File: src/hdl/krs_pkg.sv
// Shared types and constants for the keyed range statistics block.
// Used by the controller, datapath, top level and testbench; depends on nothing.
package krs_pkg;

   localparam int KEY_W   = 20;
   localparam int DIST_W  = 20;
   localparam int SUM_W   = 36;
   localparam int CNT_W   = 16;
   localparam int STAT_W  = 3;
   localparam int TOPC_W  = 6;

   localparam logic [STAT_W-1:0] ST_UPDATED = 3'd0;
   localparam logic [STAT_W-1:0] ST_NEW     = 3'd1;
   localparam logic [STAT_W-1:0] ST_FULL    = 3'd2;
   localparam logic [STAT_W-1:0] ST_REPORT  = 3'd3;
   localparam logic [STAT_W-1:0] ST_EMPTY   = 3'd4;

   localparam logic CMD_ADD    = 1'b0;
   localparam logic CMD_REPORT = 1'b1;

   localparam logic CSR_TOP_COUNT   = 1'b0;
   localparam logic CSR_MIN_SAMPLES = 1'b1;

   localparam logic [CNT_W-1:0] COUNT_MAX = '1;
   localparam logic [SUM_W-1:0] SUM_MAX   = '1;

   // One table entry as it is stored in the table RAM.
   typedef struct packed {
      logic [KEY_W-1:0]  key;
      logic [DIST_W-1:0] min_d;
      logic [DIST_W-1:0] max_d;
      logic [SUM_W-1:0]  sum;
      logic [CNT_W-1:0]  cnt;
   } krs_entry_type;

   // Commands from controller to datapath.
   typedef struct packed {
      logic scan_clear;   // restart a table scan
      logic scan_step;    // read the entry at the scan index
      logic rep_mode;     // scan looks for report candidates, not for the key
      logic add_write;    // write the updated or new entry
      logic pick_best;    // record the best entry of a report pass as picked
      logic clear_picks;  // forget all picks of the previous report
      logic load_result;  // capture the result register
   } krs_cmd_type;

   // Status from datapath to controller.
   typedef struct packed {
      logic scan_done;
      logic hit;
      logic found;
   } krs_stat_type;

endpackage

File: src/hdl/krs_ctrl.sv
// Controller state machine for the keyed range statistics block.
// Depends on krs_pkg; drives the datapath by command struct.
module krs_ctrl #(
   parameter int TOP_MAX = 50
) (
   input  logic                  clock,
   input  logic                  reset,
   input  logic                  req_valid,
   output logic                  req_stall,
   input  logic                  req_cmd,
   input  logic                  rsp_stall,
   output logic                  rsp_valid,
   output logic                  rsp_last,
   input  logic [krs_pkg::TOPC_W-1:0] top_count,
   input  krs_pkg::krs_stat_type stat,
   output krs_pkg::krs_cmd_type  cmd
);
   import krs_pkg::*;

   typedef enum logic [2:0] {
      S_IDLE, S_ADD_SCAN, S_ADD_DONE, S_REP_SCAN, S_REP_EMIT
   } state_type;

   localparam int NW = $clog2(TOP_MAX + 1);

   state_type     state_ff;
   logic          valid_ff;
   logic          last_ff;
   logic          pending_ff;
   logic [NW-1:0] emitted_ff;
   logic [NW-1:0] limit;
   logic          accept;
   logic          send;
   logic          send_last;

   always_comb begin
      if (top_count == '0) limit = NW'(1);
      else if (32'(top_count) > TOP_MAX) limit = NW'(TOP_MAX);
      else limit = NW'(top_count);
   end

   assign req_stall     = (state_ff != S_IDLE) || valid_ff;
   assign accept        = req_valid && !req_stall;
   assign rsp_valid     = valid_ff;
   assign rsp_last      = last_ff;

   // A report pick waits in the result register until the next pass shows
   // whether another entry follows, so that the last one can be marked.
   always_comb begin
      cmd       = '0;
      send      = 1'b0;
      send_last = 1'b0;
      unique case (state_ff)
         S_IDLE: begin
            if (accept) begin
               cmd.scan_clear  = 1'b1;
               cmd.clear_picks = (req_cmd == CMD_REPORT);
            end
         end
         S_ADD_SCAN: cmd.scan_step = !stat.hit && !stat.scan_done;
         S_ADD_DONE: begin
            cmd.add_write   = 1'b1;
            cmd.load_result = 1'b1;
            send            = 1'b1;
            send_last       = 1'b1;
         end
         S_REP_SCAN: begin
            cmd.rep_mode  = 1'b1;
            cmd.scan_step = !stat.scan_done;
         end
         S_REP_EMIT: begin
            cmd.rep_mode = 1'b1;
            if (!valid_ff) begin
               if (stat.found) begin
                  if (pending_ff) begin
                     send = 1'b1;
                  end else begin
                     cmd.load_result = 1'b1;
                     cmd.pick_best   = 1'b1;
                     if (emitted_ff + 1'b1 == limit) begin
                        send      = 1'b1;
                        send_last = 1'b1;
                     end else begin
                        cmd.scan_clear = 1'b1;
                     end
                  end
               end else begin
                  cmd.load_result = !pending_ff;
                  send            = 1'b1;
                  send_last       = 1'b1;
               end
            end
         end
         default: ;
      endcase
   end

   always_ff @(posedge clock) begin
      if (reset) begin
         state_ff   <= S_IDLE;
         valid_ff   <= 1'b0;
         last_ff    <= 1'b0;
         pending_ff <= 1'b0;
         emitted_ff <= '0;
      end else begin
         if (send) valid_ff <= 1'b1;
         else if (!rsp_stall) valid_ff <= 1'b0;
         if (send) last_ff <= send_last;
         unique case (state_ff)
            S_IDLE: begin
               if (accept) begin
                  emitted_ff <= '0;
                  pending_ff <= 1'b0;
                  state_ff   <= (req_cmd == CMD_REPORT) ? S_REP_SCAN : S_ADD_SCAN;
               end
            end
            S_ADD_SCAN: if (stat.hit || stat.scan_done) state_ff <= S_ADD_DONE;
            S_ADD_DONE: state_ff <= S_IDLE;
            S_REP_SCAN: if (stat.scan_done) state_ff <= S_REP_EMIT;
            S_REP_EMIT: begin
               if (!valid_ff) begin
                  if (stat.found) begin
                     if (pending_ff) begin
                        pending_ff <= 1'b0;
                     end else begin
                        emitted_ff <= emitted_ff + 1'b1;
                        if (emitted_ff + 1'b1 == limit) begin
                           state_ff <= S_IDLE;
                        end else begin
                           pending_ff <= 1'b1;
                           state_ff   <= S_REP_SCAN;
                        end
                     end
                  end else begin
                     pending_ff <= 1'b0;
                     state_ff   <= S_IDLE;
                  end
               end
            end
            default: state_ff <= S_IDLE;
         endcase
      end
   end

`ifndef SYNTHESIS
   a_stall_busy: assert property (@(posedge clock) disable iff (reset)
      (state_ff != S_IDLE) |-> req_stall) else $error("accepted while busy");
   a_count_bound: assert property (@(posedge clock) disable iff (reset)
      32'(emitted_ff) <= TOP_MAX) else $error("report overran TOP_MAX");
   a_add_one: assert property (@(posedge clock) disable iff (reset)
      (state_ff == S_ADD_DONE) |=> (valid_ff && last_ff))
      else $error("add gave no single result");
`endif
endmodule

File: config.mk
export PLATFORM = sky130hd
export DESIGN_NAME = krs_ctrl
export DESIGN_NICKNAME = d
export VERILOG_FILES = /design/src/hdl/krs_pkg.sv /design/src/hdl/krs_ctrl.sv
export SDC_FILE = /design/constraint.sdc
export NUM_CORES = 1
export LEC_CHECK = 0
export ABC_AREA = 1
export BUFFER_PORTS_ARGS = -buffer_cell sky130_fd_sc_hd__buf_2
export CORE_ASPECT_RATIO = 1.1
export CORE_MARGIN = 1.5
export CORE_UTILIZATION = 31
export CTS_CLUSTER_SIZE = 20
export DETAILED_ROUTE_END_ITERATION = 10
export SLEW_MARGIN = 20
export SYNTH_ARGS = -nofsm -noshare
export SYNTH_HDL_FRONTEND = slang
export SYNTH_SLANG_ARGS = --single-unit
File: constraint.sdc
create_clock -name clock -period 1.8 [get_ports clock]
set_input_delay 0.09 -clock clock [delete_from_list [all_inputs] [get_ports clock]]
set_output_delay 0.09 -clock clock [all_outputs]
set_load 0.01 [all_outputs]
; After elaboration in Yosys (flattened, before gate mapping)
; Cells that the tools add are included.
; W data, S select, Z words.
[word_totals]
ff_bits = 12
elab_cells = 84
[classes]
n_reduce_logical = 16
magnitude_cmp = 1
add_sub_neg = 1
n_eq_ne = 13
mux = 48
[op_table]
columns = op, n
row1 = $mux W6, 6
row2 = $mux W1, 26
row3 = $mux W3, 6
row4 = $ne A2 B2 Y1 const B, 6
row5 = $pmux W1 S2, 6
row6 = $pmux W3 S4, 1
row7 = $pmux W6 S2, 1
row8 = $reduce_and A5 Y1, 2
row9 = $add A6 B1 Y6 const B, 1
row10 = $eq A3 B2 Y1 const B, 2
row11 = $eq A6 B6 Y1, 1
row12 = $gt A6 B6 Y1 const B, 1
row13 = $logic_not A6 Y1, 1
row14 = $logic_not A1 Y1, 4
row15 = $mux W2, 2
row16 = $eq A3 B1 Y1 const B, 1
row17 = $eq A3 B3 Y1 const B, 1
row18 = $logic_not A3 Y1, 1
row19 = $ne A3 B3 Y1 const B, 1
row20 = $reduce_and A3 Y1, 1
row21 = $reduce_bool A3 Y1, 1
row22 = $logic_and A1 B1 Y1, 2
row23 = $logic_or A1 B1 Y1, 2
row24 = $ne A2 B1 Y1 const B, 1
row25 = other kinds (2), 2

; Depth between registers and ports, before layout
[logic_depth]
depth_word = 10
mapped_depth = 15
mapped_depth_nobuf = 15

; Least setup slack after synthesis
; Ideal clock, no wire load.
[synth_path]
path_type = register to register
from = register emitted_ff[1]
to = register state_ff[0]
setup_ns = 0.112
n_path_buf = 0
period_less_slack_ns = 1.508
t_arrival_ns = 1.396
slack_ns = 0.292
path_stages_with_launch = 13
required_time_ns = 1.688
path_cell_list = dfxtp_1 ha_1 nand3_1 nand2_1 nand2_1 nand2_1 nand3_1 nor2_2 nand3_2 nand3_1 nand2_2 o21ai_2 inv_1
[synth_via]
elab_chain_cells = 7
[synth_rtl]
columns = item, line
row1 = start: declaration, krs_ctrl.sv:30  ; logic [NW-1:0] emitted_ff;
row2 = start signal: assignment, krs_ctrl.sv:126  ; emitted_ff <= emitted_ff + 1'b1;
row3 = $add A6 B1 Y6, krs_ctrl.sv:127  ; if (emitted_ff + 1'b1 == limit) begin
row4 = $eq A6 B6 Y1, krs_ctrl.sv:127
row5 = $mux W2, krs_ctrl.sv:127
row6 = $mux W3, krs_ctrl.sv:123  ; if (pending_ff) begin
row7 = $mux W3, krs_ctrl.sv:122  ; if (stat.found) begin
row8 = $mux W3, krs_ctrl.sv:121  ; if (!valid_ff) begin
row9 = $pmux W3 S4, krs_ctrl.sv:109  ; unique case (state_ff)
row10 = end signal: assignment, krs_ctrl.sv:114  ; state_ff <= (req_cmd == CMD_REPORT) ? S_REP_SCAN : S_ADD_SCAN;
row11 = end: declaration, krs_ctrl.sv:26  ; state_type state_ff;
; Every way passes these cells. The select of a mux whose other input is x is not followed.
; A chain may end at the register's enable or synchronous reset.

==> results.cfg <==
[logic_synthesis]
ys_top_cells_by_area = dfxtp_1 25%, nand2_1 16%, inv_1 9.9%, nand3_1 8.4%, a211oi_2 5.3%
netlist_instances = 150
synth_area_um2 = 948
synth_nets = 165
avgSynthCellArea_um2 = 6.32
synth_top_area_share_pct = 25.3
yosysMostFrequentCell = nand2_1
seq_area_frac_synth_pct = 25.3
async_reset_ff_share_pct = 0
synth_common_cells = 41 x nand2_1, 25 x inv_1, 16 x nand3_1, 12 x dfxtp_1
synth_edf_count = 0
synth_ff_type = dfxtp_1
ys_types = 26
synth_warnings = 0
ys_ff_latch = 12
yosys.area.top_type = dfxtp_1

[drt]
drt_iter0_drc = 41
vias = 1038
wl_per_cell_um = 10.7
firstDrtPassIters = 4
viasPerCell = 4.85
drt_drc_violations_left = 0
postRouteAntennaNets = 0
routed_wl_um = 2290

[sta]
tns_ns = 0
fin_skew_ns = 0.00234
worstMarginPinSlew_ns = 0.302
setup_viol = 0
finalHoldViolCount = 0
rsz0062_at_grt = yes
fmax_mhz = 568
relSlewSlack_pct = 79.7
post-route-period-util_pct = 97.8
period_minus_slack_ns = 1.76
final-max-slew-violation-count = 0

[hold_path]
min_path_type = in2reg
min_from = rsp_stall
hold_path_end = rsp_valid
holdPathStages = 3

[setup_path]
required_ns = 1.71
path_delay_family = simple AND/OR/NAND/NOR gates
crit-reg2reg-capture = rsp_last
r2r_start = emitted_ff[1]
path_max_fanout = 4
r2r_slack_ns = 0.18
end_kind = output pin
worstPathCellList = ha_4 > inv_2 > nand2_2 > nand2_1 > nand2_1 > nand2_1 > inv_2 > nand3_2 > nor2_2 > nand3_2 > nand3_2 > nand2_2 > buf_6
slowest_stage = dfxtp_4
start_kind = flip-flop
path_buf_inv = 3
crit_type = reg2out
worstPathArrival_ns = 1.67
r2r_cells = 16
cpPeakStageDelay_ns = 0.38

[finish]
drive_gt1_share_pct = 35.9
diodes = 0
synthToLayoutAreaGrowth_pct = 28.5
instances_no_fill = 214
nets = 197

[die]
die_height_um = 61.0
die_x_um = 55.7
start_util_pct = 33.5
die-area_mm2 = 0.00340
ios = 24
core_area_mm2 = 0.00283
fp-row-count = 20

[status]
status = finished, final reports clean

[placed_design]
dp.final_hpwl_um = 1810
dp.cells = 207
gp_routability_congestion = 0.808
io_buffers = 23

[grt]
grt_pass1_wl_um = 3950
grt_util_all_layers_pct = 14.8
grt_max_degree = 12
first_global_vias = 967
grt_overflow_total = 0
antenna_found_initial = 0

[clocking]
cts.root.buffer_cell = clkbuf_4
cts.htree.levels = 1
numCtsBuffers = 3
clkSlewWorstSetupHoldPaths_ns = 0.08
cts_tree = yes
clock_latency_ns = 0.28
clock_path_buffers = 2
clock_sinks = 12

[pwr]
p_leak_nw = 0.613
power_density_mw_per_mm2 = 685
peakVddDrop_v = 0.000494

[flow_run]
drv_cap = 0
-- logic make-up after synthesis --
family	Yosys count	synth area share (%)
adder cells (fa/ha/maj)	1	1.32
AO/OA/AOI/OAI	22	16.9
buffers and inverters	32	13.7
AND/OR/NAND/NOR	83	42.7
flip-flops	12	25.3
-- through the flow --
stage	instance area (um^2)	total power [W]	utilization, %	hold WS (ns)	setup slack, ns
3_5_place_dp	1110	0.000598	39.3	0.382	0.163
5_1_grt	1220	0.000902	43.1	0.0793	-0.0817
6_report	1220	0.000835	43.1	0.0807	0.0388
2_1_floorplan	948	0.000519	-	0.242	0.292
3_3_place_gp	1110	0.000596	39.3	0.372	0.188
4_1_cts	1170	0.000827	41.3	0.0785	0.00723
-- report_power, final --
group | internal (W) | switching (W) | total [W] | leakage [nW]
sequential | 0.000289 | 0.0000262 | 0.000315 | 0.0998
clock | 0.000123 | 0.0000972 | 0.000220 | 0.0210
combinational | 0.000119 | 0.000180 | 0.000299 | 0.492
total | 0.000531 | 0.000303 | 0.000835 | 0.613
-- cells in the final DEF, fill, tap and decap left out, types with 2 or more instances in the layout --
cell      instances
nand2_2           4
nor2_2            5
o21ai_0           2
inv_2             6
dfxtp_4           2
nand3_1          13
nor2_8            2
nand4_1           3
clkbuf_4          3
a21oi_1           9
dfxtp_1           9
inv_1            23
a211oi_2          4
nand3_2           4
buf_2            22
nor3_1            2
buf_4             6
a31oi_1           2
nand2_1          39
nor2_1            9
nand3b_1          2
-- registers in the layout, indices dropped and copies added, names as in the netlist --
signal and count:
state_ff 3, emitted_ff 6, rsp_last 1, rsp_valid 1
pending_ff 1
-- layer usage --
metal  up-vias  track usage (%)  share of wire, %
met4         0             8.01               1.7
met5         -                0                 0
met1       462             16.9                46
li1        543                -                 -
met2        28             26.7                47
met3         5             2.94               5.3
-- worst register-to-register path, delay by kind of cell, from the launching register on --
| kind | cells | cell delay [ns] |
|---|---|---|
| buffers and inverters | 3 | 0.24 |
| and+or+nand+nor | 12 | 0.79 |
| DFF | 1 | 0.38 |
| adders and majority gates | 1 | 0.16 |
-- repair_timing --
item | in CTS | in global routing
setup endpoints to repair | 1 | 2
setup buffers | 0 | 3
gates cloned | 0 | 0
hold buffers | 0 | 0
pin swaps | 0 | 7
gates resized for setup | 5 | 12
-- final cells by class --
cell class / instances / area [um^2]
fillers: 320 / 1610
multi-input cells: 106 / 611
flip-flops and latches: 12 / 249
repair buffers: 29 / 166
inverters: 30 / 115
well taps: 33 / 41.3
clock buffers: 4 / 36.3
-- worst max-delay path by stage --
| stage | startpoint | endpoint | cells after the start | slack, ns |
|---|---|---|---|---|
| finish | emitted_ff[1] | cmd[6] | 13 | 0.04 |
| global route | emitted_ff[1] | cmd[6] | 13 | -0.08 |
| CTS | emitted_ff[1] | cmd[6] | 11 | 0.007 |
| detailed placement | emitted_ff[1] | state_ff[0] | 12 | 0.16 |
| global placement | emitted_ff[1] | state_ff[0] | 12 | 0.19 |
| floorplan | emitted_ff[1] | state_ff[0] | 12 | 0.29 |
Power figures use the tool's default switching activity.
